File: src/sv/i2c_bit_level_master_assert.svh
// Assertion macros used by the I2C line sequencer back module, i2cbm_back.
// Each macro expects signals named clk and rst_n in the module that uses it.
`ifndef I2C_BIT_LEVEL_MASTER_ASSERT_SVH
`define I2C_BIT_LEVEL_MASTER_ASSERT_SVH

// The consequent must hold in the same cycle as the antecedent.
`define I2CBM_ASSERT_SAME(name, ante, cons, msg) \
    name: assert property (@(posedge clk) disable iff (!rst_n) (ante) |-> (cons)) \
        else $error(msg);

// The consequent must hold in the cycle after the antecedent.
`define I2CBM_ASSERT_NEXT(name, ante, cons, msg) \
    name: assert property (@(posedge clk) disable iff (!rst_n) (ante) |=> (cons)) \
        else $error(msg);

`endif

File: src/sv/i2cbm_pkg.sv
`default_nettype none

package i2cbm_pkg;

    localparam logic [2:0] CMD_NONE     = 3'd0;
    localparam logic [2:0] CMD_START    = 3'd1;
    localparam logic [2:0] CMD_STOP     = 3'd2;
    localparam logic [2:0] CMD_WRITE    = 3'd3;
    localparam logic [2:0] CMD_READ     = 3'd4;
    localparam logic [2:0] CMD_SEND_ACK = 3'd5;
    localparam logic [2:0] CMD_RECV_ACK = 3'd6;
    localparam logic [2:0] CMD_PROBE    = 3'd7;

    localparam logic [15:0] PHASE_TICKS_RESET = 16'd100;
    localparam int          IDX_W             = 6;
    localparam logic [5:0]  IDX_LAST_PROBE    = 6'd35;

    typedef enum logic [3:0] {
        ACT_SCL_LO,
        ACT_SCL_HI,
        ACT_SDA_LO,
        ACT_SDA_HI,
        ACT_SDA_BIT,
        ACT_SDA_ACK,
        ACT_SAMPLE_BIT,
        ACT_SAMPLE_ACK,
        ACT_END
    } act_t;

    // One classified request as it travels from the front to the back.
    typedef struct packed {
        logic [2:0] cmd;
        logic [7:0] shift_init;
        logic [1:0] sub_init;
        logic       ack_bit;
        logic       sda_in;
    } item_t;

    function automatic act_t start_act(input logic [1:0] k);
        act_t a;
        case (k)
            2'd0:    a = ACT_SDA_HI;
            2'd1:    a = ACT_SCL_HI;
            2'd2:    a = ACT_SDA_LO;
            default: a = ACT_SCL_LO;
        endcase
        return a;
    endfunction

    function automatic act_t stop_act(input logic [1:0] k);
        act_t a;
        case (k)
            2'd0:    a = ACT_SCL_LO;
            2'd1:    a = ACT_SDA_LO;
            2'd2:    a = ACT_SCL_HI;
            default: a = ACT_SDA_HI;
        endcase
        return a;
    endfunction

    function automatic act_t recv_act(input logic [1:0] k);
        act_t a;
        case (k)
            2'd0:    a = ACT_SDA_HI;
            2'd1:    a = ACT_SCL_HI;
            2'd2:    a = ACT_SAMPLE_ACK;
            default: a = ACT_SCL_LO;
        endcase
        return a;
    endfunction

    function automatic act_t send_act(input logic [1:0] k);
        act_t a;
        case (k)
            2'd0:    a = ACT_SDA_ACK;
            2'd1:    a = ACT_SCL_HI;
            2'd2:    a = ACT_SCL_LO;
            default: a = ACT_END;
        endcase
        return a;
    endfunction

    function automatic act_t byte_act(input logic [1:0] sub);
        act_t a;
        case (sub)
            2'd0:    a = ACT_SDA_BIT;
            2'd1:    a = ACT_SCL_HI;
            default: a = ACT_SCL_LO;
        endcase
        return a;
    endfunction

    function automatic act_t read_act(input logic [1:0] sub);
        act_t a;
        case (sub)
            2'd0:    a = ACT_SCL_HI;
            2'd1:    a = ACT_SAMPLE_BIT;
            default: a = ACT_SCL_LO;
        endcase
        return a;
    endfunction

    // The sub argument is the position within a three-phase bit slot, kept by a counter.
    function automatic act_t phase_action(input logic [2:0] c, input logic [IDX_W-1:0] i,
                                          input logic [1:0] sub);
        act_t a;
        a = ACT_END;
        case (c)
            CMD_START:    a = (i < 6'd4) ? start_act(i[1:0]) : ACT_END;
            CMD_STOP:     a = (i < 6'd4) ? stop_act(i[1:0]) : ACT_END;
            CMD_WRITE:    a = (i < 6'd24) ? byte_act(sub) : ACT_END;
            CMD_READ:
            begin
                if (i == 6'd0) a = ACT_SDA_HI;
                else if (i > 6'd24) a = ACT_END;
                else a = read_act(sub);
            end
            CMD_SEND_ACK: a = (i < 6'd3) ? send_act(i[1:0]) : ACT_END;
            CMD_RECV_ACK: a = (i < 6'd4) ? recv_act(i[1:0]) : ACT_END;
            CMD_PROBE:
            begin
                if (i < 6'd4) a = start_act(i[1:0]);
                else if (i < 6'd28) a = byte_act(sub);
                else if (i < 6'd32) a = recv_act(i[1:0]);
                else if (i < 6'd36) a = stop_act(i[1:0]);
                else a = ACT_END;
            end
            default:      a = ACT_END;
        endcase
        return a;
    endfunction

endpackage

`default_nettype wire

File: src/sv/i2c_bit_level_master.sv
// I2C master line sequencer. Each request is one timing tick carrying an optional command
// and the sampled SDA level, and each request yields exactly one result with the SCL and
// SDA drive levels, busy and done flags, the last read byte and the last sampled ack. One
// request is taken and one result is produced every clock cycle in steady state; each
// request passes through a registered two-entry request queue and then a registered
// two-entry result queue, and the sequencer stalls only when the result queue is full or
// no request is waiting.
// The phase length register is written through cfg_we and cfg_wdata; the user must write
// it only while no request is in flight, which the block itself does not enforce.
`default_nettype none

module i2c_bit_level_master (
    input  wire logic        clk,
    input  wire logic        rst_n,
    input  wire logic        cfg_we,
    input  wire logic [15:0] cfg_wdata,
    input  wire logic        push,
    output logic             full,
    input  wire logic [2:0]  cmd,
    input  wire logic [7:0]  data_byte,
    input  wire logic        ack_bit,
    input  wire logic        sda_in,
    output logic             empty,
    input  wire logic        pop,
    output logic             scl_out,
    output logic             sda_out,
    output logic             busy_res,
    output logic             done_res,
    output logic [7:0]       read_byte,
    output logic             ack_seen
);

    i2cbm_pkg::item_t item;
    logic             item_valid;
    logic             item_take;

    i2cbm_front u_front (
        .clk        (clk),
        .rst_n      (rst_n),
        .push       (push),
        .full       (full),
        .cmd        (cmd),
        .data_byte  (data_byte),
        .ack_bit    (ack_bit),
        .sda_in     (sda_in),
        .item       (item),
        .item_valid (item_valid),
        .item_take  (item_take)
    );

    i2cbm_back u_back (
        .clk        (clk),
        .rst_n      (rst_n),
        .cfg_we     (cfg_we),
        .cfg_wdata  (cfg_wdata),
        .item       (item),
        .item_valid (item_valid),
        .item_take  (item_take),
        .empty      (empty),
        .pop        (pop),
        .scl_out    (scl_out),
        .sda_out    (sda_out),
        .busy_res   (busy_res),
        .done_res   (done_res),
        .read_byte  (read_byte),
        .ack_seen   (ack_seen)
    );

endmodule

`default_nettype wire

File: src/sv/i2cbm_front.sv
`default_nettype none

module i2cbm_front (
    input  wire logic                clk,
    input  wire logic                rst_n,
    input  wire logic                push,
    output logic                     full,
    input  wire logic [2:0]          cmd,
    input  wire logic [7:0]          data_byte,
    input  wire logic                ack_bit,
    input  wire logic                sda_in,
    output i2cbm_pkg::item_t         item,
    output logic                     item_valid,
    input  wire logic                item_take
);

    i2cbm_pkg::item_t q_reg [2];
    i2cbm_pkg::item_t item_new;
    logic             wr_ptr_reg;
    logic             rd_ptr_reg;
    logic [1:0]       cnt_reg;
    logic [1:0]       cnt_next;
    logic             do_push;
    logic             do_pop;

    assign full       = (cnt_reg == 2'd2);
    assign item_valid = (cnt_reg != 2'd0);
    assign item       = q_reg[rd_ptr_reg];
    assign do_push    = push && !full;
    assign do_pop     = item_take && item_valid;

    // A read starts from a cleared shift register; read and probe start their bit slot
    // counter so that it reads zero on the first phase of the byte.
    always_comb
    begin
        item_new.cmd        = cmd;
        item_new.shift_init = (cmd == i2cbm_pkg::CMD_READ) ? 8'd0 : data_byte;
        item_new.sub_init   = ((cmd == i2cbm_pkg::CMD_READ) || (cmd == i2cbm_pkg::CMD_PROBE))
                              ? 2'd2 : 2'd0;
        item_new.ack_bit    = ack_bit;
        item_new.sda_in     = sda_in;
    end

    always_comb
    begin
        cnt_next = cnt_reg;
        if (do_push && !do_pop) cnt_next = cnt_reg + 2'd1;
        else if (do_pop && !do_push) cnt_next = cnt_reg - 2'd1;
    end

    always_ff @(posedge clk or negedge rst_n)
    begin
        if (!rst_n)
        begin
            wr_ptr_reg <= 1'b0;
            rd_ptr_reg <= 1'b0;
            cnt_reg    <= 2'd0;
        end
        else
        begin
            if (do_push) wr_ptr_reg <= !wr_ptr_reg;
            if (do_pop) rd_ptr_reg <= !rd_ptr_reg;
            cnt_reg <= cnt_next;
        end
    end

    always_ff @(posedge clk)
    begin
        if (do_push) q_reg[wr_ptr_reg] <= item_new;
    end

endmodule

`default_nettype wire

File: src/sv/i2cbm_back.sv
`default_nettype none

module i2cbm_back (
    input  wire logic                clk,
    input  wire logic                rst_n,
    input  wire logic                cfg_we,
    input  wire logic [15:0]         cfg_wdata,
    input  wire i2cbm_pkg::item_t    item,
    input  wire logic                item_valid,
    output logic                     item_take,
    output logic                     empty,
    input  wire logic                pop,
    output logic                     scl_out,
    output logic                     sda_out,
    output logic                     busy_res,
    output logic                     done_res,
    output logic [7:0]               read_byte,
    output logic                     ack_seen
);

    typedef struct packed {
        logic       scl;
        logic       sda;
        logic       busy;
        logic       done;
        logic [7:0] rx;
        logic       ack;
    } result_t;

    logic [15:0]                  ptick_reg;
    logic [2:0]                   active_reg, active_next;
    logic [i2cbm_pkg::IDX_W-1:0]  idx_reg, idx_next, idx_inc;
    logic [1:0]                   sub_reg, sub_next, sub_inc;
    logic [15:0]                  timer_reg, timer_next, reload;
    logic [7:0]                   shift_reg, shift_next, shift_base;
    logic                         scl_reg, scl_next;
    logic                         sda_reg, sda_next;
    logic                         ack_reg, ack_next;
    logic [7:0]                   rx_reg, rx_next;
    logic                         held_reg, held_next, held_base;
    logic                         done;
    logic                         apply_en;
    i2cbm_pkg::act_t              act;

    result_t                      oq_reg [2];
    result_t                      res;
    result_t                      head;
    logic                         ow_ptr_reg;
    logic                         or_ptr_reg;
    logic [1:0]                   out_cnt_reg;
    logic [1:0]                   out_cnt_next;
    logic                         proc;
    logic                         out_pop;

    assign proc      = item_valid && (out_cnt_reg != 2'd2);
    assign item_take = proc;
    assign out_pop   = pop && !empty;
    assign empty     = (out_cnt_reg == 2'd0);

    assign idx_inc = idx_reg + 6'd1;
    assign sub_inc = (sub_reg == 2'd2) ? 2'd0 : sub_reg + 2'd1;
    assign reload  = (ptick_reg == 16'd0) ? 16'd0 : ptick_reg - 16'd1;

    always_comb
    begin
        active_next = active_reg;
        idx_next    = idx_reg;
        sub_next    = sub_reg;
        timer_next  = timer_reg;
        scl_next    = scl_reg;
        sda_next    = sda_reg;
        ack_next    = ack_reg;
        rx_next     = rx_reg;
        held_next   = held_reg;
        shift_base  = shift_reg;
        held_base   = held_reg;
        done        = 1'b0;
        apply_en    = 1'b0;
        act         = i2cbm_pkg::ACT_END;

        if (active_reg == i2cbm_pkg::CMD_NONE)
        begin
            if (item.cmd != i2cbm_pkg::CMD_NONE)
            begin
                active_next = item.cmd;
                idx_next    = '0;
                sub_next    = item.sub_init;
                held_next   = item.ack_bit;
                held_base   = item.ack_bit;
                shift_base  = item.shift_init;
                act         = i2cbm_pkg::phase_action(item.cmd, '0, item.sub_init);
                apply_en    = 1'b1;
            end
        end
        else if (timer_reg != 16'd0)
        begin
            timer_next = timer_reg - 16'd1;
        end
        else
        begin
            act = i2cbm_pkg::phase_action(active_reg, idx_inc, sub_inc);
            if (act == i2cbm_pkg::ACT_END)
            begin
                if (active_reg == i2cbm_pkg::CMD_READ) rx_next = shift_reg;
                active_next = i2cbm_pkg::CMD_NONE;
                idx_next    = '0;
                timer_next  = 16'd0;
                done        = 1'b1;
            end
            else
            begin
                idx_next = idx_inc;
                sub_next = sub_inc;
                apply_en = 1'b1;
            end
        end

        shift_next = shift_base;
        if (apply_en)
        begin
            timer_next = reload;
            case (act)
                i2cbm_pkg::ACT_SCL_LO:     scl_next = 1'b0;
                i2cbm_pkg::ACT_SCL_HI:     scl_next = 1'b1;
                i2cbm_pkg::ACT_SDA_LO:     sda_next = 1'b0;
                i2cbm_pkg::ACT_SDA_HI:     sda_next = 1'b1;
                i2cbm_pkg::ACT_SDA_BIT:
                begin
                    // Bits leave from the top of the shift register, MSB first.
                    sda_next   = shift_base[7];
                    shift_next = {shift_base[6:0], 1'b0};
                end
                i2cbm_pkg::ACT_SDA_ACK:    sda_next = held_base;
                i2cbm_pkg::ACT_SAMPLE_BIT: shift_next = {shift_base[6:0], item.sda_in};
                i2cbm_pkg::ACT_SAMPLE_ACK: ack_next = item.sda_in;
                default:                   ;
            endcase
        end

        res.scl  = scl_next;
        res.sda  = sda_next;
        res.busy = (active_next != i2cbm_pkg::CMD_NONE);
        res.done = done;
        res.rx   = rx_next;
        res.ack  = ack_next;
    end

    always_ff @(posedge clk or negedge rst_n)
    begin
        if (!rst_n)
        begin
            ptick_reg  <= i2cbm_pkg::PHASE_TICKS_RESET;
            active_reg <= i2cbm_pkg::CMD_NONE;
            idx_reg    <= '0;
            sub_reg    <= 2'd0;
            timer_reg  <= 16'd0;
            shift_reg  <= 8'd0;
            scl_reg    <= 1'b1;
            sda_reg    <= 1'b1;
            ack_reg    <= 1'b1;
            rx_reg     <= 8'd0;
            held_reg   <= 1'b0;
        end
        else
        begin
            if (cfg_we) ptick_reg <= cfg_wdata;
            if (proc)
            begin
                active_reg <= active_next;
                idx_reg    <= idx_next;
                sub_reg    <= sub_next;
                timer_reg  <= timer_next;
                shift_reg  <= shift_next;
                scl_reg    <= scl_next;
                sda_reg    <= sda_next;
                ack_reg    <= ack_next;
                rx_reg     <= rx_next;
                held_reg   <= held_next;
            end
        end
    end

    always_comb
    begin
        out_cnt_next = out_cnt_reg;
        if (proc && !out_pop) out_cnt_next = out_cnt_reg + 2'd1;
        else if (out_pop && !proc) out_cnt_next = out_cnt_reg - 2'd1;
    end

    always_ff @(posedge clk or negedge rst_n)
    begin
        if (!rst_n)
        begin
            ow_ptr_reg  <= 1'b0;
            or_ptr_reg  <= 1'b0;
            out_cnt_reg <= 2'd0;
        end
        else
        begin
            if (proc) ow_ptr_reg <= !ow_ptr_reg;
            if (out_pop) or_ptr_reg <= !or_ptr_reg;
            out_cnt_reg <= out_cnt_next;
        end
    end

    always_ff @(posedge clk)
    begin
        if (proc) oq_reg[ow_ptr_reg] <= res;
    end

    assign head      = oq_reg[or_ptr_reg];
    assign scl_out   = head.scl;
    assign sda_out   = head.sda;
    assign busy_res  = head.busy;
    assign done_res  = head.done;
    assign read_byte = head.rx;
    assign ack_seen  = head.ack;

    `include "i2c_bit_level_master_assert.svh"

    `I2CBM_ASSERT_SAME(a_idle_clean, active_reg == i2cbm_pkg::CMD_NONE, (idx_reg == '0) && (timer_reg == 16'd0), "idle sequencer holds a phase index or timer")
    `I2CBM_ASSERT_SAME(a_idx_bound, 1'b1, idx_reg <= i2cbm_pkg::IDX_LAST_PROBE, "phase index past the longest sequence")
    `I2CBM_ASSERT_SAME(a_sub_bound, 1'b1, sub_reg != 2'd3, "bit slot counter out of range")
    `I2CBM_ASSERT_NEXT(a_done_idle, proc && done, active_reg == i2cbm_pkg::CMD_NONE, "sequencer still active after finishing")
    `I2CBM_ASSERT_SAME(a_done_busy, proc && done, !res.busy, "finish tick reported as busy")

endmodule

`default_nettype wire

File: config.mk
export PLATFORM = sky130hd
export DESIGN_NAME = i2c_bit_level_master
export DESIGN_NICKNAME = d
export VERILOG_FILES = /design/src/sv/i2cbm_pkg.sv /design/src/sv/i2c_bit_level_master.sv /design/src/sv/i2cbm_front.sv /design/src/sv/i2cbm_back.sv
export VERILOG_INCLUDE_DIRS = /design/src /design/src/sv
export SDC_FILE = /design/constraint.sdc
export NUM_CORES = 1
export LEC_CHECK = 0
export BUFFER_PORTS_ARGS = -buffer_cell sky130_fd_sc_hd__buf_2
export CELL_PAD_IN_SITES_DETAIL_PLACEMENT = 1
export CELL_PAD_IN_SITES_GLOBAL_PLACEMENT = 1
export CORE_ASPECT_RATIO = 0.9
export CORE_MARGIN = 2
export CORE_UTILIZATION = 40
export CTS_BUF_LIST = sky130_fd_sc_hd__clkbuf_2 sky130_fd_sc_hd__clkbuf_4 sky130_fd_sc_hd__clkbuf_8
export CTS_CLUSTER_DIAMETER = 150
export DETAILED_ROUTE_END_ITERATION = 10
export PLACE_DENSITY_LB_ADDON = 0.1
export SLEW_MARGIN = 10
export SYNTH_ARGS = -nofsm -noshare
export SYNTH_HDL_FRONTEND = slang
export SYNTH_HIERARCHICAL = 1
export SYNTH_SLANG_ARGS = --single-unit
File: constraint.sdc
create_clock -name clk -period 8.24 [get_ports clk]
set_input_delay 0.824 -clock clk [delete_from_list [all_inputs] [get_ports clk]]
set_output_delay 0.824 -clock clk [all_outputs]
set_load 0.01 [all_outputs]
==> key figures, run 1 <==
Synth
  • Number of synthesized register bits: 125
  • Synth warn: 6
  • Top cells by count, synth: dfrtp_1 (65), edfxtp_1 (54), mux2_2 (54), nand2_1 (46), o21ai_0 (41)
  • Syn avg cell area: 11.0 um^2
  • Top cells by area, synth: dfrtp_1 (24%), edfxtp_1 (23%), mux2_2 (8.8%)
  • Seq/Total Area, Yosys: 49.2%
  • Synthesized Nets: 672
  • EDFF count, synth: 54
  • Synthesized area: 0.00692 mm^2
  • Mapped Cells: 627
  • Most frequent cell after synthesis: dfrtp_1
  • Yosys top cell by area: dfrtp_1
  • Share of the synthesized area in the top cell type: 23.5%
  • Ys async rst share: 56.8%
  • Unique cell type count in the Yosys netlist: 81
  • Ys flop type: dfrtp_1

Pwr
  • PwrDens: 331 mW/mm^2
  • Worst IR drop on VDD: 0.000215 V
  • Pleak: 3.03 nW

Worst setup path
  • Arr. time, crit path: 4.62 ns
  • Worst-path cell chain: ha_1 > inv_1 > o2111ai_1 > a211oi_1 > o31ai_1 > o2111ai_1 > o2bb2ai_1 > nor3_2 > mux2_2 > a22oi_1
  • Most Frequent Cell on Critical Path: o2111ai_1
  • Levels on crit path: 10
  • Crit Path Class: flop to flop
  • R2R depth: 10
  • CP top delay family: compound AO/OA/AOI/OAI gates
  • Crit start category: flop
  • Required @ worst endpoint: 8.58 ns
  • WP buf/inv: 1
  • Crit path max fanout: 20
  • CP max stage delay: 0.99 ns
  • Worst setup EP type: flop
  • CP max-delay cell: nor3_2

STA
  • Worst-margin pin slew: 1.16 ns
  • Minimum clock period: 4.28 ns
  • Final hold violation count: 0
  • Worst rel slew slack: 22.2%
  • Final TNS setup: 0 ns
  • RSZ-0062 raised after global routing: no
  • Fmax: 233 MHz
  • Final Skew: 0.0119 ns
  • Max Slew Vio Count: 0
  • Final setup violation count: 0
  • Final period util: 52.0%

Global routing
  • All-Layer GR Usage: 19.4%
  • First-pass GRT wire length: 27.6 mm
  • Total gr overflow: 0
  • Largest net degree at the start of global routing: 72
  • Number of global-route vias before repair: 5049
  • Antenna violations before repair: 0

Final layout
  • Ant. Diodes: 0
  • Syn-to-layout area delta: 11.5%
  • Max FFs per register: 28
  • Fill cell count: 1865
  • Final-stage net count: 708
  • Final Non-Filler Cells: 887
  • Share of cells above drive strength 1: 25.6%

Floorplanning
  • Chip width: 143 um
  • # IOs: 49
  • Row cnt: 45
  • Core area: 0.0169 mm^2
  • Die Y: 129 um
  • Die area: 0.0184 mm^2
  • Starting density of the core: 41.0%

Route
  • DR iter-0 viols: 231
  • Post-route ant nets: 0
  • Vias per Instance: 5.66
  • Total wire length: 17.0 mm
  • Vias: 5022
  • Remaining DRCs: 0
  • DR WL/cell: 19.2 um
  • Pre-Repair DR Iteration Count: 4

Place
  • Dpl cells: 855
  • Post-DP HPWL: 12.3 mm
  • IO buf count: 48
  • GPL Wtd Cong: 0.877

Clocking
  • Root buf cell: clkbuf_8
  • H-tree depth: 4
  • CTS tree: done
  • Clk_lat worst skew: 0.44 ns
  • Clock transition at path regs: 0.08 ns
  • Clk buf depth: 2
  • CTS buffer count: 17
  • Setup Fix Bufs, Post-CTS: 0
  • Post_cts resized: 0
  • Clock Sinks: 125
  • Hold-fix buffers, CTS: 0

Job
  • # Max-Cap Violations: 0

Outcome
  • Status: completed

Min path
  • Hold WC Path Type: primary input to async pin
final timing paths:
check                                        from              endpoint  slack [ns]
worst max register to register  u_back/idx_reg[0]   u_back/shift_reg[2]        3.96
max in group asynchronous                   rst_n  u_back/ptick_reg[11]        7.10
min in group clk                u_back/ow_ptr_reg     u_back/ow_ptr_reg        0.50
worst min-delay path                        rst_n    u_front/cnt_reg[1]        0.48
worst max-delay path            u_back/idx_reg[0]   u_back/shift_reg[2]        3.96
worst min register to register  u_back/ow_ptr_reg     u_back/ow_ptr_reg        0.50
cells in the final DEF, fill, tap and decap left out, drive strengths merged, types with 4 or more instances in the layout:
cell type	n
clkbuf	20
o211ai	4
o21ai	43
a211oi	4
nor2b	11
inv	16
nor3b	6
or2	5
o2111ai	4
and2	5
nand3	21
dfrtp	65
a211o	4
mux2i	6
nor4	12
a22oi	4
nor3	28
clkinv	5
nand2b	6
mux2	63
xor2	8
a21oi	22
xnor2	17
or3	12
a32o	7
a21o	8
ha	11
buf	51
nand2	47
edfxtp	54
o31ai	4
o221ai	5
nor2	35
and2b	4
dfstp	6
per-stage QoR:
step | power [W] | util (%) | hold slack [ns] | setup WS (ns) | instance area (um^2)
final | 0.00255 | 45.7 | 0.485 | 3.96 | 7710
after global routing | 0.00273 | 45.7 | 0.536 | 3.49 | 7710
after CTS | 0.00258 | 45.6 | 0.501 | 3.94 | 7710
after detailed placement | 0.00200 | 43.1 | 0.488 | 3.95 | 7280
after global placement | 0.00195 | 43.1 | 0.474 | 4.14 | 7280
after floorplan | 0.00170 | - | 0.456 | 5.02 | 6920
metal layers:
metal	wire [um]	track usage, %	share of wire [%]
met1	8760	28.8	51
met2	7490	29.0	44
met3	645	3.94	3.8
met4	130	5.42	0.76
met5	0	0	0
worst register-to-register path, delay by kind of cell (launching register included):
kind	cells	cell delay, ns
simple gates	1	0.99
compound gates	6	1.64
fa+ha+maj	1	0.46
mux	1	0.42
flops	1	0.57
buf+inv	1	0.10
cell families (layout without fill, tap and decap cells):
group	after synthesis	in the layout	synth area share, %
compound gates	138	138	13.7
xor+xnor	25	25	3.17
fa+ha+maj	11	11	1.99
buf+inv	49	98	3.31
flops	125	125	49.2
mux	70	70	11.9
other cells	1	1	0.0542
simple gates	208	208	16.7
report_power, final:
part	switching, W	internal [W]
Sequential	0.000187	0.000866
Clock	0.000254	0.000321
Combinational	0.000537	0.000390
Total	0.000978	0.00158
layout make-up:
| cell class | count | area [um^2] | share of cell area (%) |
|---|---|---|---|
| flip-flops and latches | 125 | 3410 | 44.2 |
| multi-input cells | 453 | 3290 | 42.7 |
| clock buffers | 20 | 269 | 3.49 |
| repair buffers | 51 | 265 | 3.44 |
| well taps | 211 | 264 | 3.42 |
| clock inverters | 12 | 161 | 2.09 |
| inverters | 15 | 56.3 | 0.730 |
No activity file was read; power rests on OpenSTA's default activity.
==> run 2: changes to the inputs <==
Settings changed: ABC_AREA from default to 1.
Clock period 8.24 ns to 3.55 ns, I/O delays scaled along.
==> run 2 against run 1 <==
Net effect: sequential power grew 130%; maximum frequency grew 40%; synthesized cell count is 46% higher; clock skew is essentially flat; flip-flop and latch count stayed put; first-iteration DRC count grew 25%; combinational power rose to 3.4 times the previous value; global-route usage up 1.2 points.
==> key figures, run 2 <==
Route
  • Total wire length: 18.9 mm (was 17.0 mm)
  • Pre-Repair DR Iteration Count: 4 (unchanged)
  • Remaining DRCs: 0 (unchanged)
  • Vias: 6000 (was 5022)
  • WL met3: 496 um (was 645 um)
  • Vias per Instance: 4.92 (was 5.66)
  • DR iter-0 viols: 289 (was 231)
  • Top sig layer: met4 (unchanged)
  • Post-route ant nets: 0 (unchanged)
  • Met1 WL: 9.84 mm (was 8.76 mm)
  • DR WL/cell: 15.5 um (was 19.2 um)
  • Met2 wire length: 8.45 mm (was 7.49 mm)

Final layout
  • Max FFs per register: 28 (unchanged)
  • Ant. Diodes: 0 (unchanged)
  • Commonest non-fill, non-tap cell in the layout: nand2_1 (was dfrtp_1)
  • Share of cells above drive strength 1: 16.3% (was 25.6%)
  • Final-stage net count: 1012 (was 708)
  • Syn-to-layout area delta: 12.7% (was 11.5%)
  • Most frequent cells in the layout: nand2_1 (286), inv_1 (112), nor2_1 (78) (was dfrtp_1 (65), mux2_2 (54), edfxtp_1 (54))

Global routing
  • Total gr overflow: 0 (unchanged)
  • First-pass GRT wire length: 32.2 mm (was 27.6 mm)
  • Largest net degree at the start of global routing: 72 (unchanged)
  • Antenna violations before repair: 0 (unchanged)
  • Number of global-route vias before repair: 6046 (was 5049)
  • All-Layer GR Usage: 20.6% (was 19.4%)

STA
  • Final hold violation count: 0 (unchanged)
  • Final setup violation count: 0 (unchanged)
  • Final period util: 86.2% (was 52.0%)
  • Fmax: 327 MHz (was 233 MHz)
  • Worst rel slew slack: 33.8% (was 22.2%)
  • Final Skew: 0.0114 ns (was 0.0119 ns)
  • Worst hold slack: 0.0359 ns (was 0.485 ns)
  • Minimum clock period: 3.06 ns (was 4.28 ns)
  • Worst-margin pin slew: 0.992 ns (was 1.16 ns)
  • Max Slew Vio Count: 0 (unchanged)
  • Final TNS setup: 0 ns (unchanged)
  • RSZ-0062 raised after global routing: no (unchanged)

Floorplanning
  • Core area: 0.0177 mm^2 (was 0.0169 mm^2)
  • # IOs: 49 (unchanged)
  • Die area: 0.0193 mm^2 (was 0.0184 mm^2)
  • Chip width: 146 um (was 143 um)
  • Starting density of the core: 41.1% (was 41.0%)
  • Row cnt: 46 (was 45)
  • Die Y: 132 um (was 129 um)

Synth
  • Yosys top cell by area: dfrtp_1 (unchanged)
  • Top cells by area, synth: dfrtp_1 (22%), edfxtp_1 (22%), nand2_1 (15%) (was dfrtp_1 (24%), edfxtp_1 (23%), mux2_2 (8.8%))
  • Seq/Total Area, Yosys: 46.7% (was 49.2%)
  • Synthesized Nets: 963 (was 672)
  • Ys async rst share: 56.8% (unchanged)
  • Mapped Cells: 918 (was 627)
  • Synthesized area: 0.00729 mm^2 (was 0.00692 mm^2)
  • EDFF count, synth: 54 (unchanged)
  • Syn avg cell area: 7.94 um^2 (was 11.0 um^2)
  • Unique cell type count in the Yosys netlist: 51 (was 81)
  • Synth warn: 6 (unchanged)
  • Number of synthesized register bits: 125 (unchanged)
  • Share of the synthesized area in the top cell type: 22.3% (was 23.5%)
  • Ys flop type: dfrtp_1 (unchanged)
  • Top cells by count, synth: nand2_1 (286), inv_1 (112), nor2_1 (79), nand3_1 (72), dfrtp_1 (65) (was dfrtp_1 (65), edfxtp_1 (54), mux2_2 (54), nand2_1 (46), o21ai_0 (41))
  • Most frequent cell after synthesis: nand2_1 (was dfrtp_1)

Clocking
  • Clock Sinks: 125 (unchanged)
  • Clk buf depth: 2 (unchanged)
  • CTS tree: done (unchanged)
  • Clock transition at path regs: 0.08 ns (about the same)
  • Post_cts resized: 0 (unchanged)
  • Hold-fix buffers, CTS: 0 (unchanged)
  • Setup Fix Bufs, Post-CTS: 0 (unchanged)
  • H-tree depth: 4 (unchanged)
  • CTS buffer count: 17 (unchanged)
  • Clk_lat worst skew: 0.44 ns (about the same)
  • Root buf cell: clkbuf_8 (unchanged)

Place
  • IO buf count: 48 (unchanged)
  • GPL Wtd Cong: 0.811 (was 0.877)
  • Post-DP HPWL: 14.0 mm (was 12.3 mm)

Worst setup path
  • R2r endpoint: u_back/oq_reg[1][11] (was u_back/shift_reg[2])
  • Crit path max fanout: 17 (was 20)
  • Crit Path Class: flop to flop (unchanged)
  • R2r startpoint: u_front/rd_ptr_reg (was u_back/idx_reg[0])
  • Arr. time, crit path: 3.25 ns (was 4.62 ns)
  • Crit start category: flop (unchanged)
  • R2R setup slack: 0.49 ns (was 3.96 ns)
  • Worst setup EP type: flop (unchanged)
  • R2R depth: 13 (was 10)
  • Required @ worst endpoint: 3.74 ns (was 8.58 ns)

Pwr
  • Worst IR drop on VDD: 0.000341 V (was 0.000215 V)
  • Clock Power Share: 20.8% (was 22.5%)
  • Psw: 0.00306 W (was 0.000978 W)
  • Pleak: 3.98 nW (was 3.03 nW)
  • Reg power frac: 34.7% (was 41.2%)
  • Internal power: 0.00396 W (was 0.00158 W)
  • PwrDens: 855 mW/mm^2 (was 331 mW/mm^2)
  • Comb pwr share: 44.4% (was 36.3%)
  • Sw frac: 43.6% (was 38.3%)

Min path
  • Hold WC Path Type: primary input to async pin (unchanged)

Job
  • # Max-Cap Violations: 0 (unchanged)

Outcome
  • Status: completed (unchanged)
-- run 2: worst max path at each step --
| stage | start | slack (ns) | depth (start not counted) | end |
|---|---|---|---|---|
| global route | u_front/rd_ptr_reg | 0.12 | 13 | u_back/oq_reg[1][11] |
| CTS | u_front/rd_ptr_reg | 0.48 | 13 | u_back/oq_reg[1][11] |
| detailed placement | u_front/rd_ptr_reg | 0.51 | 13 | u_back/oq_reg[1][11] |
| finish | u_front/rd_ptr_reg | 0.49 | 13 | u_back/oq_reg[1][11] |
| global placement | u_front/rd_ptr_reg | 0.50 | 13 | u_back/oq_reg[0][11] |
| floorplan | u_back/idx_reg[0] | 1.10 | 14 | u_back/oq_reg[0][1] |
-- run 2: kinds of logic (layout without fill, tap and decap cells) --
| family | Yosys count | in the layout | synth area share (%) |
|---|---|---|---|
| compound gates | 95 | 95 | 7.98 |
| xor+xnor | 23 | 23 | 2.76 |
| fa+ha+maj | 11 | 11 | 1.89 |
| buf+inv | 144 | 206 | 8.31 |
| flops | 125 | 125 | 46.7 |
| mux | 6 | 6 | 0.910 |
| other cells | 1 | 1 | 0.0515 |
| simple gates | 513 | 513 | 31.4 |
-- run 2: power groups by stage --
| stage | Clock, W | Sequential, W | Combinational, W |
|---|---|---|---|
| 4_1_cts | 0.00151 | 0.00244 | 0.00314 |
| 3_5_place_dp | 0 | 0.00246 | 0.00312 |
| 6_report | 0.00146 | 0.00244 | 0.00312 |
| 5_1_grt | 0.00156 | 0.00251 | 0.00356 |
| 2_1_floorplan | 0 | 0.00229 | 0.00237 |
| 3_3_place_gp | 0 | 0.00245 | 0.00305 |
-- run 2: per-stage QoR --
step                      std cells  worst slack [ns]  util (%)  instance area (um^2)  power, W
after global routing           1220             0.125      46.3                  8210   0.00763
after global placement         1188             0.498      43.7                  7740   0.00551
after CTS                      1220             0.481      46.3                  8210   0.00709
after floorplan                 918              1.10         -                  7290   0.00466
final                          1220             0.491      46.3                  8210   0.00702
after detailed placement       1188             0.510      43.7                  7740   0.00558
-- run 2: final cells by class --
| cell class | count | area [um^2] |
|---|---|---|
| fill | 2241 | 9520 |
| sequential | 125 | 3410 |
| multi-input combinational | 649 | 3290 |
| inverter | 117 | 442 |
| timing repair buffer | 57 | 310 |
| tap | 240 | 300 |
| clock buffer | 21 | 270 |
| clock inverter | 11 | 193 |
-- run 2: worst max-delay path, cell delays in order, from the launching register on --
cell     delay, ns
dfrtp_1       0.57
inv_2         0.30
nand2_1       0.08
nand2_1       0.18
inv_1         0.08
nand3_1       0.08
inv_1         0.06
nor2_2        0.28
inv_1         0.34
o21ai_0       0.38
nor2_1        0.09
nand2_1       0.07
nand3_1       0.10
and2_1        0.18
-- run 2: routing by layer --
layer / vias up / track usage, %
met2: 86 / 32.4
li1: 3054 / -
met1: 2848 / 29.9
met4: 0 / 3.67
met3: 12 / 4.33
met5: - / 0
